===== config.mk =====
export PLATFORM = sky130hd
export DESIGN_NAME = masked_column_median
export DESIGN_NICKNAME = d
export VERILOG_FILES = /design/src/hw/rtl/mcm_pkg.sv /design/src/hw/rtl/mcm_sort.sv /design/src/hw/rtl/mcm_select.sv /design/src/hw/rtl/masked_column_median.sv
export SDC_FILE = /design/constraint.sdc
export NUM_CORES = 1
export LEC_CHECK = 0
export BUFFER_PORTS_ARGS = -buffer_cell sky130_fd_sc_hd__clkbuf_2
export CORE_UTILIZATION = 25
export CTS_BUF_LIST = sky130_fd_sc_hd__clkbuf_8
export DETAILED_ROUTE_END_ITERATION = 12
export PLACE_DENSITY_LB_ADDON = 0.1
export SLEW_MARGIN = 10
export SYNTH_ARGS = -nofsm -noshare
export SYNTH_HDL_FRONTEND = slang
export SYNTH_SLANG_ARGS = --single-unit

===== constraint.sdc =====
create_clock -name clk -period 5.4 [get_ports clk]
set_input_delay 0.54 -clock clk [delete_from_list [all_inputs] [get_ports clk]]
set_output_delay 0.54 -clock clk [all_outputs]
set_load 0.01 [all_outputs]

===== src/hw/rtl/mcm_pkg.sv =====
// shared types and constants for the masked column median block
`timescale 1ns / 1ps
package mcm_pkg;

	localparam int PixW   = 16;
	localparam int NumPix = 4;
	localparam int CntW   = 3;
	localparam logic [PixW-1:0] NoValid = '1;

	typedef logic [PixW-1:0]      key_t;
	typedef key_t [NumPix-1:0]    key_vec_t;
	typedef logic [CntW-1:0]      count_t;

	typedef struct packed {
		logic     vld;
		count_t   cnt;
		key_vec_t keys;
	} sort_word_t;

endpackage


===== src/hw/rtl/mcm_sort.sv =====
// two-stage sorting network over the four pixel keys
`timescale 1ns / 1ps
module mcm_sort (
	input  logic               clk,
	input  logic               arst_n,
	input  mcm_pkg::sort_word_t in_word,
	output mcm_pkg::sort_word_t out_word
);

	mcm_pkg::key_vec_t  l1;
	mcm_pkg::key_vec_t  l2;
	mcm_pkg::key_vec_t  l3;
	logic               vld_s2;
	mcm_pkg::count_t    cnt_s2;
	mcm_pkg::key_vec_t  keys_s2;
	logic               vld_s3;
	mcm_pkg::count_t    cnt_s3;
	mcm_pkg::key_vec_t  keys_s3;

	// first two layers of the network
	always_comb begin
		l1[0] = (in_word.keys[0] < in_word.keys[1]) ? in_word.keys[0] : in_word.keys[1];
		l1[1] = (in_word.keys[0] < in_word.keys[1]) ? in_word.keys[1] : in_word.keys[0];
		l1[2] = (in_word.keys[2] < in_word.keys[3]) ? in_word.keys[2] : in_word.keys[3];
		l1[3] = (in_word.keys[2] < in_word.keys[3]) ? in_word.keys[3] : in_word.keys[2];
		l2[0] = (l1[0] < l1[2]) ? l1[0] : l1[2];
		l2[2] = (l1[0] < l1[2]) ? l1[2] : l1[0];
		l2[1] = (l1[1] < l1[3]) ? l1[1] : l1[3];
		l2[3] = (l1[1] < l1[3]) ? l1[3] : l1[1];
	end

	// last layer swaps the middle pair
	always_comb begin
		l3[0] = keys_s2[0];
		l3[3] = keys_s2[3];
		l3[1] = (keys_s2[1] < keys_s2[2]) ? keys_s2[1] : keys_s2[2];
		l3[2] = (keys_s2[1] < keys_s2[2]) ? keys_s2[2] : keys_s2[1];
	end

	always_ff @(posedge clk or negedge arst_n) begin
		if (!arst_n) begin
			vld_s2 <= 1'b0;
			vld_s3 <= 1'b0;
		end else begin
			vld_s2 <= in_word.vld;
			vld_s3 <= vld_s2;
		end
	end

	always_ff @(posedge clk) begin
		cnt_s2  <= in_word.cnt;
		keys_s2 <= l2;
		cnt_s3  <= cnt_s2;
		keys_s3 <= l3;
	end

	assign out_word.vld  = vld_s3;
	assign out_word.cnt  = cnt_s3;
	assign out_word.keys = keys_s3;

endmodule


===== src/hw/rtl/mcm_select.sv =====
// picks middle key, mean of middle pair or NoValid; registers the result
`timescale 1ns / 1ps
module mcm_select (
	input  logic                clk,
	input  logic                arst_n,
	input  mcm_pkg::sort_word_t in_word,
	output logic                done,
	output logic [15:0]         median_distance
);

	logic [mcm_pkg::PixW:0]   sum;
	logic [mcm_pkg::PixW-1:0] res;
	logic                     vld_s4;
	logic [mcm_pkg::PixW-1:0] res_s4;

	always_comb begin
		sum = '0;
		res = mcm_pkg::NoValid;
		case (in_word.cnt)
			mcm_pkg::count_t'(1): res = in_word.keys[0];
			mcm_pkg::count_t'(2): begin
				sum = {1'b0, in_word.keys[0]} + {1'b0, in_word.keys[1]};
				res = sum[mcm_pkg::PixW:1];
			end
			mcm_pkg::count_t'(3): res = in_word.keys[1];
			mcm_pkg::count_t'(4): begin
				sum = {1'b0, in_word.keys[1]} + {1'b0, in_word.keys[2]};
				res = sum[mcm_pkg::PixW:1];
			end
			default: res = mcm_pkg::NoValid;
		endcase
	end

	always_ff @(posedge clk or negedge arst_n) begin
		if (!arst_n) begin
			vld_s4 <= 1'b0;
		end else begin
			vld_s4 <= in_word.vld;
		end
	end

	always_ff @(posedge clk) begin
		res_s4 <= res;
	end

	assign done            = vld_s4;
	assign median_distance = res_s4;

endmodule


===== src/hw/rtl/masked_column_median.sv =====
// top level of the masked column median pipeline
//
//  channel   handshake          payload
//  input     start / busy       pixel_a, pixel_b, pixel_c, pixel_d
//  result    done (strobe)      median_distance
//
// one word accepted per cycle, busy is never raised
// each result appears as a one-cycle done strobe following its start
// latency is set by the key stage, the two sort stages and the select stage
// reset clears only the stage valid bits, words in flight are dropped
// the receiver cannot stall, so nothing is held back
`timescale 1ns / 1ps
module masked_column_median (
	input  logic        clk,
	input  logic        arst_n,
	input  logic        start,
	output logic        busy,
	input  logic [15:0] pixel_a,
	input  logic [15:0] pixel_b,
	input  logic [15:0] pixel_c,
	input  logic [15:0] pixel_d,
	output logic        done,
	output logic [15:0] median_distance
);

	mcm_pkg::key_vec_t   pix;
	mcm_pkg::key_vec_t   keys;
	logic [mcm_pkg::NumPix-1:0] ok;
	logic                vld_s1;
	mcm_pkg::count_t     cnt_s1;
	mcm_pkg::key_vec_t   keys_s1;
	mcm_pkg::sort_word_t word_s1;
	mcm_pkg::sort_word_t word_s3;

	assign busy = 1'b0;

	assign pix[0] = pixel_a;
	assign pix[1] = pixel_b;
	assign pix[2] = pixel_c;
	assign pix[3] = pixel_d;

	// invalid pixels become the top key so they sort past every valid one
	always_comb begin
		for (int i = 0; i < mcm_pkg::NumPix; i++) begin
			ok[i]   = ~pix[i][mcm_pkg::PixW-1];
			keys[i] = ok[i] ? pix[i] : mcm_pkg::NoValid;
		end
	end

	always_ff @(posedge clk or negedge arst_n) begin
		if (!arst_n) begin
			vld_s1 <= 1'b0;
		end else begin
			vld_s1 <= start && !busy;
		end
	end

	always_ff @(posedge clk) begin
		cnt_s1  <= mcm_pkg::count_t'($countones(ok));
		keys_s1 <= keys;
	end

	assign word_s1.vld  = vld_s1;
	assign word_s1.cnt  = cnt_s1;
	assign word_s1.keys = keys_s1;

	mcm_sort u_sort (
		.clk      (clk),
		.arst_n   (arst_n),
		.in_word  (word_s1),
		.out_word (word_s3)
	);

	mcm_select u_select (
		.clk             (clk),
		.arst_n          (arst_n),
		.in_word         (word_s3),
		.done            (done),
		.median_distance (median_distance)
	);

endmodule


== Yosys cells after proc, flatten, opt, wreduce, memory -nomap -nowiden ==
Cells that the tools add are included.
Storage, ports and cells
  input port bits: 67
  word-level logic and storage cells: 54
  register bits after elaboration: 189
  output and inout bits: 18
Operators by class
  order comparisons: 5
  muxes and demuxes: 14
  bitwise logic cells: 4
  equality and inequality tests: 4
  add/sub/neg operators: 5
Operators with widths (count)
  2-to-1 mux 16 bit: 13
  < comparator 16 bit: 5
  one-hot mux 16 bit (4 select lines): 1
  adder 16 x 16 -> 17 bit: 2
  equality test 3 x 2 -> 1 bit (second input constant): 2
  adder 1 x 1 -> 2 bit: 2
  NOT 1 bit: 4
  adder 2 x 2 -> 3 bit: 1
  equality test 3 x 1 -> 1 bit (second input constant): 1
  equality test 3 bit (second input constant): 1

== Logic depth before layout (Yosys ltp) ==
  depth in word-level cells: 4
  depth in mapped cells: 21
  mapped depth without buffers: 18

== Modules after synthesis ==
Synthesis repeated with hierarchy kept, for this count alone.
Unflattened totals
  cells, all modules: 1020
  area total of the unflattened synthesis: 10108.4 µm²
By module, submodules not included
  mcm_sort: area an instance 6362.4 µm², seq. area each 2732.6 µm², cells each 613, times used 1
  mcm_select: area an instance 1891.8 µm², seq. area each 345.3 µm², cells each 267, times used 1
  masked_column_median: area an instance 1854.3 µm², seq. area each 1366.3 µm², cells each 140, times used 1

== Worst setup path before layout ==
Ideal clock, no wire load.
  path kind: flip-flop to flip-flop
  start point: register keys_s1[49] in the netlist's numbering
  end point: register u_sort.keys_s2[21] in the netlist's numbering
  data required time: 5.328 ns
  path slack: 1.107 ns
  path buffers: 3
  arrival: 4.221 ns
  clock period less this slack: 4.293 ns
  cell stages (with the launch flop): 18
  path through: dfxtp_1 > inv_1 > ha_1 > a2111o_1 > a221o_1 > a2111oi_4 > buf_2 > buf_2 > mux2i_1 > ha_1 > a21o_1 > a21o_1 > a21oi_1 > o21ai_0 > nand3b_1 > o32ai_4 > buf_6 > mux2i_1
RTL lines
  start: declaration: line masked_column_median.sv:31  | mcm_pkg::key_vec_t keys_s1;
  start signal: assignment: line masked_column_median.sv:60  | keys_s1 <= keys;
  end signal: assignment: line mcm_sort.sv:52  | keys_s2 <= l2;
  end: declaration: line mcm_sort.sv:15  | mcm_pkg::key_vec_t keys_s2;

==> results list <==
* Run status: finished clean
- Most congested layer reported by global routing: met2
* DR iter-0 viols: 252
- After floorplanning, the core was sized to cover 36,500 µm².
- For met2 alone, demand over resource in global routing was 0.221.
* Register bit total from synthesis: 189
- H-tree levels: 4
- Number of nets in the finished design: 1,202
- Count of cells resized by post-cts repair: 0
* Unrepaired setup endpoints after global routing: no
* Power per Cell Area: 475 nW/µm²
- For this configuration, the core starts out at a cell density of 0.253.
- The count of nets left with antenna violations once routing finished came out at 0.
* Global Route Usage Sum: 0.135
- Setup crit start kind: register
- Critical register-to-register path startpoint: keys_s1[21]
* Number of filler cells placed in the layout: 3,876
* Number of vias per cell after detailed routing: 4.28
- The final-report hold violation count was 0.
- Cell types with the highest counts after synthesis: dfxtp_1 (185), ha_1 (92), inv_1 (89), mux2i_1 (85), nand2_1 (65)
- Fraction of the cycle the final worst path needs: 0.926
- Area of all sequential standard cells: 3800 µm²
- Antenna violations before repair: 0
- Number of library cell types mapped by synthesis: 63
* Post-synth EDFFs: 0
* Sequential cell area fraction in the yosys report: 0.412
* Net count of the mapped netlist: 1,118
- For the worst-skew pair, the clock arrives at the later sink with an insertion delay of 0.48 ns.
- VDD IR-drop max: 0.179 mV
- Counting the buffers created by CTS gives 17.
- Placer's final routability congestion estimate: 0.805
- CP Data Required Time: 5.72 ns
- M1 GR Usage: 0.180
- The average instance in the mapped netlist occupies 9.66 µm².
- Buffers added to address setup during post-CTS repair amount to 0.
- The die covers 37,700 µm².
- The clock arrives with 0.0179 ns of skew.
* Synth area leaders: dfxtp_1 (40%), ha_1 (12%), mux2i_1 (9.2%)
* Share of post-route cells with drive strength above 1: 0.220
* Type of the worst setup path: register to register
* Kind of end point of the critical path: register
- Cell taking the most area after synthesis: dfxtp_1
- The pre-antenna-repair detailed-routing pass consisted of 4 iterations.
- Vias: 6,516
- Total negative slack for setup checks: 0 ns
- Yosys warns: 0
- Synthesis-to-layout area growth: 15.3%
- Among all cell types in the netlist, the one instantiated most often is dfxtp_1.
- Dominant synthesized flop cell: dfxtp_1
* Total number of placement rows: 70
- Wirelength per Cell: 16.0 µm
- Clock slew at reported path FFs: 0.10 ns
- The share of synthesized area in the top cell type comes to 0.401.
- Total leakage power: 5.10 nW
* Fraction of the core area covered by cells at the end of the flow: 0.292
- Worst-case headroom to the max-slew limit: 0.474
- Max-cap violations in this run came to 0.
- Summed over all layers, the routed wires come to 24,400 µm.
* Buffer cell driving the clock tree root: clkbuf_8
- The number of global-route vias before repair came to 6,831.
- Crit. Startpoint: keys_s1[21]
* Max-slew violations: 0
* Count of port buffers added during placement: 83
* Post-detailed-placement half-perimeter wirelength: 19,800 µm
* Number of buffers on the longest clock path: 2
* Hold path start: start
* Overall Power: 0.00507 W
- After detailed routing, the number of remaining DRC violations is 0.
* Die H: 194 µm
- First-pass GRT wire length: 38,800 µm
- For the pin with the worst max-slew slack, the measured transition is 0.767 ns.
* Global-route met3 utilization: 0.0280
- Worst min-delay path class: primary input to register
- Period minus WS final: 5.00 ns
- Die X-Extent: 194 µm
* Final setup violation count: 0
- Static timing analysis puts the maximum clock frequency at 200 MHz.
- The repair_antennas step left the layout with diodes totalling 0.
* Pin count of the biggest net entering global routing: 48
* Share of flip-flops with an asynchronous set or reset: 0.0212
- Multi-input combinational cell area: 4990 µm²
* Global route total overflow: 0
* # IOs: 85
* Number of instances in the synthesized netlist: 957
- Counting every sink on the clock net gives 189.
- Along the worst path, the maximum fanout reaches 20.
- TritonCTS built the clock tree.
* Signal arrival time at the worst endpoint: 5.33 ns
* Combined area of all synthesized cells: 9240 µm²
-- where the power goes --
part / internal, W / switching (W) / total, W
Sequential: 0.00175 / 0.000206 / 0.00196
Clock: 0.000418 / 0.000541 / 0.000959
Combinational: 0.000992 / 0.00115 / 0.00215
Total: 0.00316 / 0.00190 / 0.00507
-- path summary, 6_finish.rpt --
path	end	slack (ns)	depth (start not counted)
setup / recovery	u_sort.keys_s2[14]	0.40	19
hold / removal	vld_s1	0.16	1
setup reg to reg	u_sort.keys_s2[14]	0.40	19
hold reg to reg	u_sort.cnt_s3[0]	0.33	0
max in group asynchronous	vld_s1	4.89	2
min in group asynchronous	u_sort.vld_s3	0.39	2
-- area by class of cell --
| class | instances | area share |
|---|---|---|
| Multi-Input combinational cell | 645 | 0.469 |
| Sequential cell | 189 | 0.357 |
| Tap cell | 468 | 0.0549 |
| Timing Repair Buffer | 99 | 0.0516 |
| Inverter | 89 | 0.0313 |
| Clock buffer | 17 | 0.0219 |
| Clock inverter | 15 | 0.0148 |
-- kinds of logic after synthesis --
| family | after synthesis | share of synthesized area |
|---|---|---|
| AND/OR/NAND/NOR | 237 | 0.129 |
| flip-flops | 189 | 0.412 |
| AO/OA/AOI/OAI | 183 | 0.135 |
| buffers and inverters | 124 | 0.0525 |
| multiplexers | 118 | 0.132 |
| adder cells (fa/ha/maj) | 94 | 0.129 |
| XOR/XNOR | 11 | 0.0104 |
| other | 1 | 0.000406 |
-- metal layers --
| metal | wire (µm) | part of all wire |
|---|---|---|
| met1 | 12200 | 0.50 |
| met4 | 387 | 0.016 |
| met3 | 708 | 0.029 |
| met5 | 0 | 0 |
| met2 | 11100 | 0.45 |
-- registers in the layout (all words and copies together), names as in the netlist, 3 cells and up --
| register | cells |
|---|---|
| u_sort.out_word | 48 |
| keys_s1 | 64 |
| cnt_s1 | 3 |
| u_sort.cnt_s2 | 3 |
| u_select.median_distance | 16 |
| u_sort.cnt_s3 | 3 |
| u_sort.keys_s2 | 48 |
-- critical path: stages, from the launching register on --
cell      delay, ns
dfxtp_1        0.34
inv_1          0.06
ha_1           0.29
a21o_1         0.16
a21o_1         0.18
a221oi_1       0.35
o31ai_1        0.20
a311o_2        0.55
mux2i_1        0.42
inv_1          0.08
ha_1           0.32
a211oi_1       0.27
o21bai_1       0.12
a211oi_1       0.23
o21ai_0        0.26
nand3b_1       0.27
nor2_1         0.20
a21oi_4        0.08
buf_4          0.27
mux2i_1        0.17
-- cells in the final DEF, fill, tap and decap left out, types with 3 or more instances in the layout --
master     Yosys  routed
a311oi_1       3       3
and2_1         3       3
or3_1          5       5
or2_2         62      62
mux2i_1       85      85
o21bai_1       3       3
xnor2_1        4       4
o211ai_1       6       6
xor2_1         7       7
nand2_1       65      65
nand2b_1      10      10
nor2b_1        9       9
o21ai_0       17      17
nand4_1       12      12
buf_4          1      14
inv_1         89      89
o21a_1        24      24
nor2_1        49      49
dfxtp_1      185     185
mux2_2        33      33
clkbuf_2       0      83
clkinv_2       0       3
a21oi_1       58      57
a21o_1        22      22
o31ai_1        4       3
o22ai_1        5       5
a2bb2oi_1      4       4
dfrtp_1        4       4
inv_6          0       6
a211oi_1       7       7
o21ai_1        5       5
clkbuf_8       0      17
nor3_1         5       5
nand3_1        8       8
nand3b_1       4       4
ha_1          92      92
-- timing repair --
| action | 4_1_cts | 5_1_grt |
|---|---|---|
| hold endpoints to repair | 4 | 0 |
| setup endpoints to repair | 0 | 30 |
| hold buffers | 1 | 0 |
-- through the flow --
stage	cells	hold WS, ns	setup WS [ns]	instance area [µm²]
floorplan	957	0.244	1.11	9240
global route	1522	0.119	0.0120	10700
detailed placement	1488	0.312	0.334	10200
CTS	1521	0.118	0.287	10700
finish	1522	0.162	0.399	10700
global placement	1488	0.314	0.378	10200
Power figures use the tool's default switching activity.
